[src/rtl/sfp_pkg.sv]
package sfp_pkg;

    localparam int FIELDS_PER_FRAME_DEF = 6;
    localparam int FRACTION_DIGITS_DEF  = 6;

    localparam int POSITION_FIELD = 5;
    localparam int SIGNAL_FIELD   = 6;

    localparam int INT_W = 32;
    localparam int POS_W = 48;
    localparam int ACC_W = 48;
    localparam int SUM_W = 52;
    localparam int POW_W = 24;
    localparam int ADD_W = 28;
    localparam int EXP_W = 3;

    localparam logic [ACC_W-1:0] INT_LIM = 48'h0000_7FFF_FFFF;
    localparam logic [ACC_W-1:0] POS_LIM = 48'h7FFF_FFFF_FFFF;

    localparam logic [7:0] CHAR_NUL   = 8'h00;
    localparam logic [7:0] CHAR_TAB   = 8'h09;
    localparam logic [7:0] CHAR_LF    = 8'h0A;
    localparam logic [7:0] CHAR_CR    = 8'h0D;
    localparam logic [7:0] CHAR_SPACE = 8'h20;
    localparam logic [7:0] CHAR_PLUS  = 8'h2B;
    localparam logic [7:0] CHAR_COMMA = 8'h2C;
    localparam logic [7:0] CHAR_MINUS = 8'h2D;
    localparam logic [7:0] CHAR_DOT   = 8'h2E;
    localparam logic [7:0] CHAR_ZERO  = 8'h30;
    localparam logic [7:0] CHAR_NINE  = 8'h39;
    localparam logic [7:0] CHAR_E     = 8'h45;
    localparam logic [7:0] CHAR_S     = 8'h53;

    function automatic logic [POW_W-1:0] pow10(input logic [EXP_W-1:0] e);
        logic [POW_W-1:0] p;
        case (e)
            3'd0:    p = 24'd1;
            3'd1:    p = 24'd10;
            3'd2:    p = 24'd100;
            3'd3:    p = 24'd1000;
            3'd4:    p = 24'd10000;
            3'd5:    p = 24'd100000;
            3'd6:    p = 24'd1000000;
            3'd7:    p = 24'd10000000;
            default: p = 24'd1;
        endcase
        return p;
    endfunction

endpackage

[src/rtl/status_frame_parser.sv]
// Parses a comma-separated character stream of frames "S,f1,...,fN,E" and
// emits one result per well-formed frame. Newline and NUL bytes are dropped;
// outside a frame every token is discarded until a lone "S" token. Fields
// are read like stoi (whitespace, sign, digits, trailing junk ignored);
// field five is a decimal scaled by 10^POSITION_FRACTION_DIGITS and
// truncated. A frame with a wrong field count, a field without digits or
// an out-of-range value gives no result. s_axis_tlast marks the end of a
// received chunk and also closes a pending "E" token. The block takes one
// byte per clock cycle unless the output stalls; a byte goes through the
// input register and one digit accumulate step into the output register.
// No clearing pass is needed after reset.
module status_frame_parser
    import sfp_pkg::*;
#(
    parameter int FIELDS_PER_FRAME         = FIELDS_PER_FRAME_DEF,
    parameter int POSITION_FRACTION_DIGITS = FRACTION_DIGITS_DEF
) (
    input  logic         i_clk,
    input  logic         i_rst_n,
    input  logic         s_axis_tvalid,
    output logic         s_axis_tready,
    input  logic [7:0]   s_axis_tdata,   // rx_byte
    input  logic         s_axis_tlast,   // end_of_chunk
    output logic         m_axis_tvalid,
    input  logic         m_axis_tready,
    // first_status, second_status, third_status, detect_result,
    // position_scaled, signal_code
    output logic [207:0] m_axis_tdata
);

    localparam int TIW = $clog2(FIELDS_PER_FRAME + 2);
    localparam int FDW = (POSITION_FRACTION_DIGITS > 0) ?
                         $clog2(POSITION_FRACTION_DIGITS + 1) : 1;

    typedef enum logic [2:0] {
        PH_START, PH_SIGN, PH_INT, PH_DOT, PH_FRAC, PH_DONE, PH_FAIL
    } t_phase;

    typedef enum logic [1:0] {
        LM_EMPTY, LM_S, LM_E, LM_OTHER
    } t_letter;

    logic             r_in_valid;
    logic [7:0]       r_in_byte;
    logic             r_in_last;

    logic             r_in_frame,      n_in_frame;
    logic [TIW-1:0]   r_token_index,   n_token_index;
    t_phase           r_phase,         n_phase;
    t_letter          r_letter,        n_letter;
    logic [ACC_W-1:0] r_acc,           n_acc;
    logic             r_negative,      n_negative;
    logic [FDW-1:0]   r_frac_digits,   n_frac_digits;
    logic             r_frame_bad,     n_frame_bad;
    logic [INT_W-1:0] r_cap_int [5];
    logic [INT_W-1:0] n_cap_int [5];
    logic [POS_W-1:0] r_cap_pos,       n_cap_pos;

    logic             r_out_valid;
    logic [207:0]     r_out_data;

    logic             w_adv;
    logic             w_go;
    logic             w_emit;
    logic             w_is_dec;
    logic             w_digit;
    logic             w_frac_mode;
    logic             w_frac_room;
    logic [ACC_W-1:0] w_lim;
    logic [ACC_W-1:0] w_digit_acc;
    logic [SUM_W-1:0] w_base;
    logic [ADD_W-1:0] w_addend;
    logic [SUM_W-1:0] w_sum;
    logic [EXP_W-1:0] w_exp;
    logic [ACC_W-1:0] w_signed_val;
    logic             w_frame_ok;

    assign w_adv         = !r_out_valid || m_axis_tready;
    assign w_go          = r_in_valid && w_adv;
    assign s_axis_tready = !r_in_valid || w_adv;
    assign m_axis_tvalid = r_out_valid;
    assign m_axis_tdata  = r_out_data;

    // digit accumulate, kept already scaled for the decimal field
    always_comb begin
        w_is_dec    = r_in_frame && (int'(r_token_index) == POSITION_FIELD);
        w_lim       = w_is_dec ? (POS_LIM + ACC_W'(r_negative))
                               : (INT_LIM + ACC_W'(r_negative));
        w_digit     = (r_in_byte >= CHAR_ZERO) && (r_in_byte <= CHAR_NINE);
        w_frac_mode = (r_phase == PH_DOT) || (r_phase == PH_FRAC);
        w_frac_room = int'(r_frac_digits) < POSITION_FRACTION_DIGITS;
        if (w_frac_mode) begin
            w_exp  = EXP_W'(POSITION_FRACTION_DIGITS - 1 - int'(r_frac_digits));
            w_base = SUM_W'(r_acc);
        end else begin
            w_exp  = w_is_dec ? EXP_W'(POSITION_FRACTION_DIGITS) : EXP_W'(0);
            w_base = (SUM_W'(r_acc) << 3) + (SUM_W'(r_acc) << 1);
        end
        w_addend = ADD_W'(r_in_byte[3:0]) * ADD_W'(pow10(w_exp));
        w_sum    = w_base + SUM_W'(w_addend);
        if (r_acc > w_lim) begin
            w_digit_acc = r_acc;
        end else if (w_sum > SUM_W'(w_lim)) begin
            w_digit_acc = w_lim + ACC_W'(1);
        end else begin
            w_digit_acc = w_sum[ACC_W-1:0];
        end
        w_signed_val = r_negative ? (ACC_W'(0) - r_acc) : r_acc;
        w_frame_ok   = (int'(r_token_index) == FIELDS_PER_FRAME + 1) && !r_frame_bad;
    end

    always_comb begin
        n_in_frame    = r_in_frame;
        n_token_index = r_token_index;
        n_phase       = r_phase;
        n_letter      = r_letter;
        n_acc         = r_acc;
        n_negative    = r_negative;
        n_frac_digits = r_frac_digits;
        n_frame_bad   = r_frame_bad;
        n_cap_int     = r_cap_int;
        n_cap_pos     = r_cap_pos;
        w_emit        = 1'b0;

        if (r_in_byte != CHAR_LF && r_in_byte != CHAR_NUL) begin
            if (r_in_byte == CHAR_COMMA) begin
                if (r_letter == LM_S) begin
                    n_in_frame    = 1'b1;
                    n_token_index = TIW'(1);
                    n_frame_bad   = 1'b0;
                    for (int i = 0; i < 5; i++) begin
                        n_cap_int[i] = '0;
                    end
                    n_cap_pos = '0;
                end else if (r_in_frame) begin
                    if (r_letter == LM_E) begin
                        w_emit     = w_frame_ok;
                        n_in_frame = 1'b0;
                    end else if (int'(r_token_index) > FIELDS_PER_FRAME) begin
                        n_frame_bad = 1'b1;
                    end else begin
                        n_token_index = r_token_index + TIW'(1);
                        if (!(r_phase == PH_INT || r_phase == PH_FRAC ||
                              r_phase == PH_DONE) || r_acc > w_lim) begin
                            n_frame_bad = 1'b1;
                        end else if (int'(r_token_index) == POSITION_FIELD) begin
                            n_cap_pos = w_signed_val;
                        end else if (int'(r_token_index) < POSITION_FIELD) begin
                            for (int i = 0; i < 4; i++) begin
                                if (int'(r_token_index) == i + 1) begin
                                    n_cap_int[i] = w_signed_val[INT_W-1:0];
                                end
                            end
                        end else if (int'(r_token_index) == SIGNAL_FIELD) begin
                            n_cap_int[4] = w_signed_val[INT_W-1:0];
                        end
                    end
                end
                n_phase       = PH_START;
                n_letter      = LM_EMPTY;
                n_acc         = '0;
                n_negative    = 1'b0;
                n_frac_digits = '0;
            end else begin
                if (r_letter == LM_EMPTY) begin
                    n_letter = (r_in_byte == CHAR_S) ? LM_S :
                               (r_in_byte == CHAR_E) ? LM_E : LM_OTHER;
                end else begin
                    n_letter = LM_OTHER;
                end
                case (r_phase)
                    PH_START: begin
                        if (r_in_byte == CHAR_SPACE ||
                            (r_in_byte >= CHAR_TAB && r_in_byte <= CHAR_CR)) begin
                            n_phase = PH_START;
                        end else if (r_in_byte == CHAR_PLUS ||
                                     r_in_byte == CHAR_MINUS) begin
                            n_negative = r_in_byte == CHAR_MINUS;
                            n_phase    = PH_SIGN;
                        end else if (w_digit) begin
                            n_acc   = w_digit_acc;
                            n_phase = PH_INT;
                        end else begin
                            n_phase = (r_in_byte == CHAR_DOT && w_is_dec) ?
                                      PH_DOT : PH_FAIL;
                        end
                    end
                    PH_SIGN: begin
                        if (w_digit) begin
                            n_acc   = w_digit_acc;
                            n_phase = PH_INT;
                        end else begin
                            n_phase = (r_in_byte == CHAR_DOT && w_is_dec) ?
                                      PH_DOT : PH_FAIL;
                        end
                    end
                    PH_INT: begin
                        if (w_digit) begin
                            n_acc = w_digit_acc;
                        end else begin
                            n_phase = (r_in_byte == CHAR_DOT && w_is_dec) ?
                                      PH_FRAC : PH_DONE;
                        end
                    end
                    PH_DOT: begin
                        if (w_digit) begin
                            if (w_frac_room) begin
                                n_acc         = w_digit_acc;
                                n_frac_digits = r_frac_digits + FDW'(1);
                            end
                            n_phase = PH_FRAC;
                        end else begin
                            n_phase = PH_FAIL;
                        end
                    end
                    PH_FRAC: begin
                        if (w_digit) begin
                            if (w_frac_room) begin
                                n_acc         = w_digit_acc;
                                n_frac_digits = r_frac_digits + FDW'(1);
                            end
                        end else begin
                            n_phase = PH_DONE;
                        end
                    end
                    default: begin
                        n_phase = r_phase;
                    end
                endcase
            end
        end

        // end of chunk
        if (r_in_last) begin
            if (n_in_frame) begin
                if (n_letter == LM_E) begin
                    w_emit        = w_frame_ok;
                    n_in_frame    = 1'b0;
                    n_phase       = PH_START;
                    n_letter      = LM_EMPTY;
                    n_acc         = '0;
                    n_negative    = 1'b0;
                    n_frac_digits = '0;
                end else if (n_letter == LM_S) begin
                    n_in_frame = 1'b0;
                end
            end else if (n_letter != LM_S) begin
                n_phase       = PH_START;
                n_letter      = LM_EMPTY;
                n_acc         = '0;
                n_negative    = 1'b0;
                n_frac_digits = '0;
            end
        end
    end

    always_ff @(posedge i_clk) begin
        if (!i_rst_n) begin
            r_in_valid    <= 1'b0;
            r_out_valid   <= 1'b0;
            r_in_frame    <= 1'b0;
            r_token_index <= '0;
            r_phase       <= PH_START;
            r_letter      <= LM_EMPTY;
            r_acc         <= '0;
            r_negative    <= 1'b0;
            r_frac_digits <= '0;
            r_frame_bad   <= 1'b0;
        end else begin
            if (s_axis_tready) begin
                r_in_valid <= s_axis_tvalid;
            end
            if (w_adv) begin
                r_out_valid <= w_go && w_emit;
            end
            if (w_go) begin
                r_in_frame    <= n_in_frame;
                r_token_index <= n_token_index;
                r_phase       <= n_phase;
                r_letter      <= n_letter;
                r_acc         <= n_acc;
                r_negative    <= n_negative;
                r_frac_digits <= n_frac_digits;
                r_frame_bad   <= n_frame_bad;
            end
        end
    end

    always_ff @(posedge i_clk) begin
        if (s_axis_tvalid && s_axis_tready) begin
            r_in_byte <= s_axis_tdata;
            r_in_last <= s_axis_tlast;
        end
        if (w_go) begin
            r_cap_int <= n_cap_int;
            r_cap_pos <= n_cap_pos;
        end
        if (w_go && w_emit) begin
            r_out_data <= {r_cap_int[4], r_cap_pos, r_cap_int[3], r_cap_int[2],
                           r_cap_int[1], r_cap_int[0]};
        end
    end

    a_index_range: assert property (@(posedge i_clk) disable iff (!i_rst_n)
        int'(r_token_index) <= FIELDS_PER_FRAME + 1)
        else $error("token index beyond frame length");

    a_acc_range: assert property (@(posedge i_clk) disable iff (!i_rst_n)
        r_acc <= POS_LIM + ACC_W'(2))
        else $error("accumulator beyond saturation value");

    a_frac_range: assert property (@(posedge i_clk) disable iff (!i_rst_n)
        int'(r_frac_digits) <= POSITION_FRACTION_DIGITS)
        else $error("too many fraction digits kept");

    a_emit_closes: assert property (@(posedge i_clk) disable iff (!i_rst_n)
        (w_go && w_emit) |=> (!r_in_frame && r_out_valid))
        else $error("result without frame close");

    a_in_hold: assert property (@(posedge i_clk) disable iff (!i_rst_n)
        (r_in_valid && !w_adv) |=> (r_in_valid && $stable(r_in_byte)))
        else $error("pending byte lost while stalled");

endmodule
[config.mk]
export PLATFORM = sky130hd
export DESIGN_NAME = status_frame_parser
export DESIGN_NICKNAME = d
export VERILOG_FILES = /design/src/rtl/sfp_pkg.sv /design/src/rtl/status_frame_parser.sv
export SDC_FILE = /design/constraint.sdc
export NUM_CORES = 1
export LEC_CHECK = 0
export BUFFER_PORTS_ARGS = -buffer_cell sky130_fd_sc_hd__buf_4
export CORE_MARGIN = 2
export CORE_UTILIZATION = 61
export CTS_BUF_LIST = sky130_fd_sc_hd__clkbuf_16
export CTS_CLUSTER_DIAMETER = 120
export CTS_CLUSTER_SIZE = 20
export DETAILED_ROUTE_END_ITERATION = 6
export GPL_TIMING_DRIVEN = 0
export PLACE_DENSITY = 0.9
export SETUP_SLACK_MARGIN = 0.2
export SLEW_MARGIN = 30
export SYNTH_ARGS = -nofsm -noshare
export SYNTH_HDL_FRONTEND = slang
export SYNTH_SLANG_ARGS = --single-unit
[constraint.sdc]
create_clock -name i_clk -period 30.4 [get_ports i_clk]
set_input_delay 4.56 -clock i_clk [delete_from_list [all_inputs] [get_ports i_clk]]
set_output_delay 4.56 -clock i_clk [all_outputs]
set_load 0.05 [all_outputs]
# Word level (Yosys, flattened, before mapping)
# Memory sizes are Yosys's and may differ from the RTL's.
# Index checks and enable logic that the tools add are counted.
[word_totals] regBits=489 latchBits=0 mem_bits_rw=0 romBits=168 mem_count=1
[memory_table] memory="(name not given)" depth=8 width=21 rd=1 rd_ports_with_merged_regs=0 write_ports=0 line_no="sfp_pkg.sv:36" source="case (e)"
[classes] n_addsub=9 n_mul=1 n_div=0 magnitude_cmp=9 n_eq_ne=30 shifts=0 n_mux=104 n_bitwise=0 n_reduce_logical=43
[op_table] operator="$mux W48" n=20
[op_table] operator="$mux W160" n=5
[op_table] operator="$mux W32" n=6
[op_table] operator="$pmux W48 S3" n=1
[op_table] operator="$mux W128" n=1
[op_table] operator="$mux W3" n=27
[op_table] operator="$add A51 B49 Y52" n=1
[op_table] operator="$add A52 B28 Y52" n=1
[op_table] operator="$gt A52 B48 Y1" n=1
[op_table] operator="$mux W52" n=1
[op_table] operator="$reduce_and A10 Y1" n=5
[op_table] operator="$add A47 B1 Y48 const A" n=1
[op_table] operator="$add A48 B1 Y48 const B" n=1
[op_table] operator="$gt A48 B48 Y1" n=1
[op_table] operator="$sub A1 B48 Y48 const A" n=1
[op_table] operator="$eq A8 B6 Y1 const B" n=5
[op_table] operator="$mux W1" n=33
[op_table] operator="$add A31 B1 Y32 const A" n=1
[op_table] operator="$mul A4 B24 Y28" n=1
[op_table] operator="$eq A3 B3 Y1 const B" n=6
[op_table] operator="$mux W2" n=9
[op_table] operator="$eq A8 B7 Y1 const B" n=2
[op_table] operator="$reduce_bool A2 Y1" n=8
[op_table] operator="$pmux W3 S5" n=1
[op_table] operator="other kinds (25)" n=57

# Longest topological paths before layout
# Gate-level depths: netlist (run 1).
# An unclocked memory read counts as a cell.
[logic_depth] ltp_word=19 depth_mapped=44

# Worst setup path after synthesis (run 1)
# Ideal clock, no wire load.
[synth_timing] path_kind="input-to-reg" from="input m_axis_tready" to="register r_out_data[0], in the netlist m_axis_tdata[0], enable pin" arrival_time_ps=26119 path_slack_ps=2923 cell_stages=3 n_path_buf=0 cell_sequence="nor2b_1 nand2b_1 nor4b_1"
[synth_between] elab_chain_cells=3
[synth_lines] element="start, declared" line_no="status_frame_parser.sv:25" source="input logic m_axis_tready,"
[synth_lines] element="$logic_or A1 B1 Y1" line_no="status_frame_parser.sv:78" source="assign w_adv = !r_out_valid || m_axis_tready;"
[synth_lines] element="$logic_and A1 B1 Y1" line_no="status_frame_parser.sv:79" source="assign w_go = r_in_valid && w_adv;"
[synth_lines] element="$logic_and A1 B1 Y1" line_no="status_frame_parser.sv:298" source="if (w_go && w_emit) begin"
[synth_lines] element="end signal, assigned" line_no="status_frame_parser.sv:299" source="r_out_data <= {r_cap_int[4], r_cap_pos, r_cap_int[3], r_cap_int[2],"
[synth_lines] element="end, declared" line_no="status_frame_parser.sv:60" source="logic [207:0] r_out_data;"
# Every way passes these cells.
# A chain may end at the register's enable or synchronous reset.

# Worst setup path after layout (run 1)
[layout_timing] from="register r_phase[0]" to="register r_acc[45]"
[layout_between] elab_chain_cells=18 word_cells_on_any_way=28 cone_classes="add/sub: 1; mul: 1; order compare: 1; eq/ne: 4; mux: 16; reduce/logical: 4; memory: 1"
[layout_lines] element="start, declared" line_no="status_frame_parser.sv:49" source="t_phase r_phase, n_phase;"
[layout_lines] element="start signal, assigned" line_no="status_frame_parser.sv:279" source="r_phase <= n_phase;"
[layout_lines] element="$eq A3 B2 Y1 or $eq A3 B3 Y1 (tied branches)" line_no="status_frame_parser.sv:90, status_frame_parser.sv:171"
[layout_lines] element="$logic_or A1 B1 Y1" line_no="status_frame_parser.sv:90" source="w_frac_mode = (r_phase == PH_DOT) || (r_phase == PH_FRAC);"
[layout_lines] element="$mux W3" line_no="status_frame_parser.sv:92" source="if (w_frac_mode) begin"
[layout_lines] element="$mem_v2 Z8 W21"
[layout_lines] element="$mul A4 B24 Y28" line_no="status_frame_parser.sv:99" source="w_addend = ADD_W'(r_in_byte[3:0]) * ADD_W'(pow10(w_exp));"
[layout_lines] element="$add A52 B28 Y52" line_no="status_frame_parser.sv:100" source="w_sum = w_base + SUM_W'(w_addend);"
[layout_lines] element="$gt A52 B48 Y1" line_no="status_frame_parser.sv:103" source="end else if (w_sum > SUM_W'(w_lim)) begin"
[layout_lines] element="$mux W48" line_no="status_frame_parser.sv:103"
[layout_lines] element="[2 not listed]"
[layout_lines] element="$mux W48" line_no="status_frame_parser.sv:176" source="end else if (r_in_byte == CHAR_PLUS ||"
[layout_lines] element="$mux W48" line_no="status_frame_parser.sv:173" source="if (r_in_byte == CHAR_SPACE ||"
[layout_lines] element="$pmux W48 S3 (*)" line_no="status_frame_parser.sv:171" source="case (r_phase)"
[layout_lines] element="$mux W48 (*)" line_no="status_frame_parser.sv:126" source="if (r_in_byte == CHAR_COMMA) begin"
[layout_lines] element="$mux W48 (*)" line_no="status_frame_parser.sv:125" source="if (r_in_byte != CHAR_LF && r_in_byte != CHAR_NUL) begin"
[layout_lines] element="$mux W48 (on tied branches)" line_no="status_frame_parser.sv:247, status_frame_parser.sv:236"
[layout_lines] element="$mux W48" line_no="status_frame_parser.sv:235" source="if (n_in_frame) begin"
[layout_lines] element="$mux W48 (*)" line_no="status_frame_parser.sv:234" source="if (r_in_last) begin"
[layout_lines] element="end signal, assigned" line_no="status_frame_parser.sv:281" source="r_acc <= n_acc;"
[layout_lines] element="end, declared" line_no="status_frame_parser.sv:51" source="logic [ACC_W-1:0] r_acc, n_acc;"
# Mark *: on every way between the ends. The rest lies on a longest branch, timed or not.

==> key figures, run 1 <==
Status
  – Status: finished with violations
  – Failing checks: DRC

Drt
  – DRC: 35
  – First-pass DRT Iterations: 7
  – Vias per cell: around 6.4
  – DRT iter0 DRCs: between 2k and 3k
  – Avg WL per Cell: 23.7 um
  – Via count: between 20k and 25k
  – Routed WL: between 70 and 80 mm
  – Final ANT Viol Nets: 0

GRT
  – First-pass GRT wire length: 118 mm
  – Overall Global Routing Usage: 33.1%
  – M2 GR Usage: a little under three fifths
  – Total gr overflow: 0
  – Met1 usage: between 40% and 50%
  – Vias in the first global route: 20.3k
  – Busiest grt layer: met2
  – Initial antenna violation count: 0
  – Largest net degree at the start of global routing: 33
  – M3 GR Usage: 3.94%

Timing
  – Final Cycle Share: between 30% and 40%
  – Post-route setup slack: 18,290 ps
  – # setup viols final: 0
  – RSZ-0062 raised after global routing: no
  – Fmax: roughly 83 MHz
  – Endpoints failing hold: 0
  – Setup Skew: 24.7 ps
  – Slew headroom: between 20% and 30%
  – Slew Viols, Final: 0
  – Worst slew pin tran: around 1100 ps
  – Final min period: 12,110 ps

Synthesis
  – Synth Instances: 2,324
  – Syn Nets: between 2k and 3k
  – Main synth FF type: edfxtp_1
  – Netlist Area Pre-Place: between 20,000 and 30,000 um2
  – Yosys Warn Count: 0
  – Number of synthesized flops with an enable pin: approximately 430
  – Yosys top cell by area: edfxtp_1
  – FFs w/ async S/R, synth: 0%
  – Post-synth top area share: a little under half
  – Mean Syn Cell Area: around 12 um2
  – Top post-synthesis cells by area: edfxtp_1, ha_1, dfxtp_1, fa_1, a21oi_1
  – Sequential element share of the synthesized area: a little over half
  – Post-synthesis sequential element count: roughly 490
  – Post-synthesis cell type count: 97

Floorplan
  – I/O Pins: around 220
  – Row cnt: 77
  – Die Footprint: 45,900 um2
  – Core area: ~44,000 um2
  – Initial core utilization: about three fifths
  – Die Y: ~210 um
  – Die X: 214 um

Clock tree
  – H-tree Lvls: 1
  – Clk_lat worst skew: ~610 ps
  – # clock sinks: a little under 500
  – Clk slew on worst S/H paths: 90 ps
  – # hold bufs at CTS: 0
  – Clk buf depth: 3
  – Post-CTS Setup Bufs: 0
  – TritonCTS buffer count: 28
  – Post-CTS Resized: 0
  – CTS tree: done
  – Root buffer cell: clkbuf_16

Final layout
  – Final Core Density: 70.2%
  – Synthesis-to-layout area growth: 14.2%
  – Layout Cells excl Fill: roughly 3.2k
  – Layout net count: 2,901
  – Layout cells sized above 1: between 10% and 20%
  – Cell area after layout: about 31,000 um2
  – Antenna cell count: 0

Placed design
  – GPL Wtd Cong: about 0.99
  – Place WS: 18,670 ps
  – Port buffer count: around 220
  – DP Wirelength: between 50 and 60 mm
  – Post-place instance area: 30,000 um2
  – DP Cell Count: around 3.2k

Setup path
  – Slowest library cell on the worst path: clkbuf_1
  – Startpoint Class: flop
  – CP endpoint kind: flop
  – Crit-path max cell delay: roughly 730 ps
  – WP data arrival: 12,670 ps
  – WP data required: between 30,000 and 40,000 ps
  – Crit Path Category: flop to flop
  – Crit path max fanout: 10
  – Crit path top cell by count: nor2_1
  – FF-to-FF Start: r_phase[0]
  – CP Launch Point: r_phase[0]

Hold path
  – Worst Min Path Start: r_cap_int[3]
  – Hold crit path type: flop to flop

Run
  – Max-Cap Viols: 0

Pwr
  – Pwr dens: about 38 nW/um2
  – Leakage: roughly 14 nW
  – Power Total: between 0.001 and 0.0015 W
  – Peak supply drop: roughly 0.042 mV
cell usage after synthesis, types with 50 or more instances:
cell / instances
nand2_1: 152
xor2_1: 67
nand4_1: 50
o21ai_0: 95
inv_1: 141
a21oi_1: 168
edfxtp_1: 425
clkbuf_1: 53
fa_1: 59
nor2_1: 175
ha_1: 203
xnor2_1: 57
dfxtp_1: 64
path summary, 6_finish.rpt:
| path | endpoint | slack, ps | depth (start not counted) |
|---|---|---|---|
| max reg2reg | r_acc[45] | 18290 | 41 |
| max | r_acc[45] | 18290 | 41 |
| min reg2reg | m_axis_tdata[179] | 410 | 0 |
| min | m_axis_tdata[179] | 410 | 0 |
worst max-delay path, delay by kind of cell (launching register included):
family,cells,cell delay [ps]
and+or+nand+nor,15,3370
xor gates and xnor gates,1,170
AOI/OAI and AO/OA,11,2850
DFF,1,320
buffers and inverters,8,2750
adders and majority gates,6,2580
cells in the final DEF (no fill, tap or decap), drive strengths merged, types with 67 or more instances in the layout:
| cell type | n |
|---|---|
| inv | 162 |
| o21ai | 107 |
| clkbuf | 81 |
| edfxtp | 425 |
| buf | 303 |
| xor2 | 67 |
| a21oi | 170 |
| nand2 | 152 |
| nor2 | 175 |
| ha | 203 |
where the power goes:
group          internal [W]  switching, W  leakage (nW)   total, W
logic             0.0000209     0.0000436          8.25  0.0000646
registers          0.000719    0.00000181          5.05   0.000721
clock network      0.000169      0.000212         0.474   0.000381
cells by family (layout without fill, tap and decap cells):
group | Yosys count | count (layout) | synth area share [%]
adders and majority gates | 263 | 263 | 13.8
and+or+nand+nor | 654 | 654 | 12.3
buffers and inverters | 226 | 549 | 3.34
muxes | 22 | 22 | 0.848
AOI/OAI and AO/OA | 546 | 546 | 13.6
DFF | 489 | 489 | 52.0
xor gates and xnor gates | 124 | 124 | 4.02
per-stage QoR:
stage | hold WS (ps) | setup TNS, ps
2_1_floorplan | 400 | 0
3_3_place_gp | 401 | -699450
6_report | 406 | 0
3_5_place_dp | 405 | 0
5_1_grt | 412 | 0
4_1_cts | 407 | 0
flip-flops by register name (all words and copies together), names as in the netlist:
name / flops
m_axis_tdata: 208
m_axis_tvalid: 1
r_acc: 48
r_cap_int: 160
r_cap_pos: 48
r_frac_digits: 3
r_frame_bad: 1
r_in_byte: 8
r_in_frame: 1
r_in_last: 1
r_in_valid: 1
r_letter: 2
r_negative: 1
r_phase: 3
r_token_index: 3
per-layer routing:
metal	vias up	wire [um]	share of wire (%)
li1	9261	-	-
met1	9941	29300	38
met2	1304	37000	48
met3	255	7080	9.2
met4	0	3440	4.5
met5	-	0	0
area by class of cell:
class / count / area (um2)
clock buffer: 28 / 701
multi-input combinational: 1609 / 12100
buffer: 84 / 369
timing repair buffer: 272 / 2180
inverter: 142 / 533
clock inverter: 23 / 120
fill: 2964 / 13100
sequential: 489 / 14000
tap: 592 / 741
Power figures use the tool's default switching activity.
==> run 2, diff against run 1 <==
--- a/config.mk
+++ b/config.mk
@@ -7,13 +7,13 @@
 export LEC_CHECK = 0
 export BUFFER_PORTS_ARGS = -buffer_cell sky130_fd_sc_hd__buf_4
 export CORE_MARGIN = 2
-export CORE_UTILIZATION = 61
+export CORE_UTILIZATION = 55
 export CTS_BUF_LIST = sky130_fd_sc_hd__clkbuf_16
 export CTS_CLUSTER_DIAMETER = 120
 export CTS_CLUSTER_SIZE = 20
 export DETAILED_ROUTE_END_ITERATION = 6
 export GPL_TIMING_DRIVEN = 0
-export PLACE_DENSITY = 0.9
+export PLACE_DENSITY = 0.86
 export SETUP_SLACK_MARGIN = 0.2
 export SLEW_MARGIN = 30
 export SYNTH_ARGS = -nofsm -noshare
==> constraint.sdc (replaced) <==
create_clock -name i_clk -period 10.58 [get_ports i_clk]
set_input_delay 1.587 -clock i_clk [delete_from_list [all_inputs] [get_ports i_clk]]
set_output_delay 1.587 -clock i_clk [all_outputs]
set_load 0.05 [all_outputs]
==> run 2 against run 1 <==
Net effect:
- the flow still finishes with violations (DRC)
- largest cell class unchanged
- critical path type unchanged
- first-iteration DRC count down 19%
- utilization down 6.5 points
- clock-buffer cell count up 1
- clock skew down 1.0 ps
- power rose to 2.9 times the previous value
==> key figures, run 2 (same netlist as run 1, synthesis figures left out) <==
Final layout
  – Antenna cell count: 0
  – Area occupied by multi-input gates: 12,200 um2
  – Layout Cells excl Fill: roughly 3.3k
  – FF+latch area: about 14,000 um2
  – Most frequent cells in the layout: edfxtp_1, buf_4, ha_1, nor2_1, a21oi_1
  – Max reg flops: 208
  – Final-layout fill cell count: about 3.6k
  – Commonest non-fill, non-tap cell in the layout: edfxtp_1
  – Synthesis-to-layout area growth: 14.8%
  – Layout net count: 2,886
  – Layout cells sized above 1: between 10% and 20%

Timing
  – Fmax: 99.8 MHz
  – Hold_ws: between 400 and 500 ps
  – Slew headroom: 37.2%
  – Final min period: around 10,000 ps
  – Setup Skew: 23.7 ps
  – Endpoints failing hold: 0
  – Worst slew pin tran: ~940 ps
  – Setup TNS: 0 ps
  – Slew Viols, Final: 0
  – Post-route setup slack: between 500 and 600 ps
  – # setup viols final: 0
  – RSZ-0062 raised after global routing: no
  – Final Cycle Share: 94.7%

Drt
  – Via count: 20.3k
  – First-pass DRT Iterations: 7
  – Avg WL per Cell: 22.9 um
  – DRC: 1
  – Routed WL: 74.6 mm
  – Vias per cell: ~6.2
  – Final ANT Viol Nets: 0
  – DRT iter0 DRCs: about 2.1k

Floorplan
  – Row cnt: between 80 and 90
  – Core area: around 49,000 um2
  – Die Footprint: roughly 51,000 um2
  – Die Y: between 200 and 250 um
  – Die X: between 200 and 250 um
  – Initial core utilization: ~55%
  – I/O Pins: approximately 220

Pwr
  – Combinational Power Share: about 5.7%
  – Leakage: 13.7 nW
  – Pwr dens: between 100 and 150 nW/um2
  – Sw Pwr: around 0.00076 W
  – Switch share: 22.3%
  – Power Total: between 0.003 and 0.004 W
  – Peak supply drop: 0.0950 mV
  – Power share of the sequential group: 61.0%
  – Clock power frac: around 33%
  – Internal: 0.00264 W

Hold path
  – Hold crit path type: flop to flop
  – Worst hold path depth: 0
  – Worst Min Path Start: r_cap_int[106]
  – Hold EP: m_axis_tdata[42]

Status
  – Failing checks: DRC
  – Status: finished with violations

Placed design
  – Port buffer count: around 220
  – GPL Wtd Cong: 1.01
  – Place WS: -1320 ps
  – DP Wirelength: 56.6 mm
  – DP Cell Count: 3,201

GRT
  – Largest net degree at the start of global routing: 33
  – Total gr overflow: 0
  – Met1 usage: 36.9%
  – Vias in the first global route: approximately 20k
  – Overall Global Routing Usage: 29.2%
  – First-pass GRT wire length: about 110 mm
  – Initial antenna violation count: 1
  – Busiest grt layer: met2
  – M2 GR Usage: 50.2%
  – M3 GR Usage: 4.12%

Setup path
  – Reg-to-reg critical path endpoint: r_acc[42]
  – Top Family by Delay on Critical Path: simple AND/OR/NAND/NOR gates
  – FF-to-FF Start: r_phase[0]
  – Startpoint Class: flop
  – WP data arrival: around 11,000 ps
  – Register-to-Register Path Depth: 40
  – Slowest library cell on the worst path: fa_1
  – CP endpoint kind: flop
  – Crit path max fanout: 10
  – WP data required: approximately 11,000 ps
  – Crit Path Category: flop to flop
  – Worst Path Buf+Inv: 7
  – Worst R2R Setup Slack: 560 ps
  – Crit-path max cell delay: roughly 540 ps

Clock tree
  – Clk slew on worst S/H paths: about 90 ps
  – Clk_lat worst skew: roughly 610 ps
  – Clk buf depth: 3
  – H-tree Lvls: 1
  – # hold bufs at CTS: 0
  – CTS tree: done
  – Root buffer cell: clkbuf_16
  – TritonCTS buffer count: 29
  – # clock sinks: 489

Run
  – Max-Cap Viols: 0
## run 2: final cells by class
type | count | share of cell area [%]
sequential | 489 | 45.3
multi-input combinational | 1609 | 39.4
timing repair buffer | 257 | 6.97
tap | 622 | 2.51
clock buffer | 29 | 2.34
inverter | 142 | 1.72
buffer | 83 | 1.25
clock inverter | 25 | 0.444
## run 2: routing by layer
| layer | part of all wire (%) | vias up | wire length [um] |
|---|---|---|---|
| li1 | - | 9205 | - |
| met1 | 39 | 9782 | 28800 |
| met2 | 48 | 1065 | 35800 |
| met3 | 8.5 | 198 | 6360 |
| met4 | 4.8 | 0 | 3610 |
| met5 | 0 | - | 0 |
## run 2: through the flow
stage          cell area, um2  util [%]
2_1_floorplan           27000         -
3_3_place_gp            29400      60.5
3_5_place_dp            30000      61.7
4_1_cts                 30900      63.5
5_1_grt                 31000      63.7
6_report                31000      63.7
## run 2: power groups by stage
stage | logic, W | clock network (W) | registers (W)
final | 0.000194 | 0.00113 | 0.00207
after detailed placement | 0.000184 | 0 | 0.00212
after global routing | 0.000212 | 0.00120 | 0.00207
after floorplan | 0.000127 | 0 | 0.00211
after CTS | 0.000187 | 0.00115 | 0.00207
after global placement | 0.000173 | 0 | 0.00212
## run 2: repair_timing
action,4_1_cts,5_1_grt
buffers inserted,1,0
pin swaps,1,1
resized for setup,12,20
setup endpoints to repair,48,48
## run 2: worst max-delay path by stage
stage / start / endpoint / cells after the start
2_1_floorplan: r_phase[0] / r_acc[37] / 41
3_3_place_gp: r_phase[0] / r_acc[45] / 41
3_5_place_dp: r_phase[0] / r_acc[4] / 41
4_1_cts: r_phase[0] / r_acc[42] / 40
5_1_grt: r_phase[0] / r_acc[42] / 40
6_report: r_phase[0] / r_acc[42] / 40
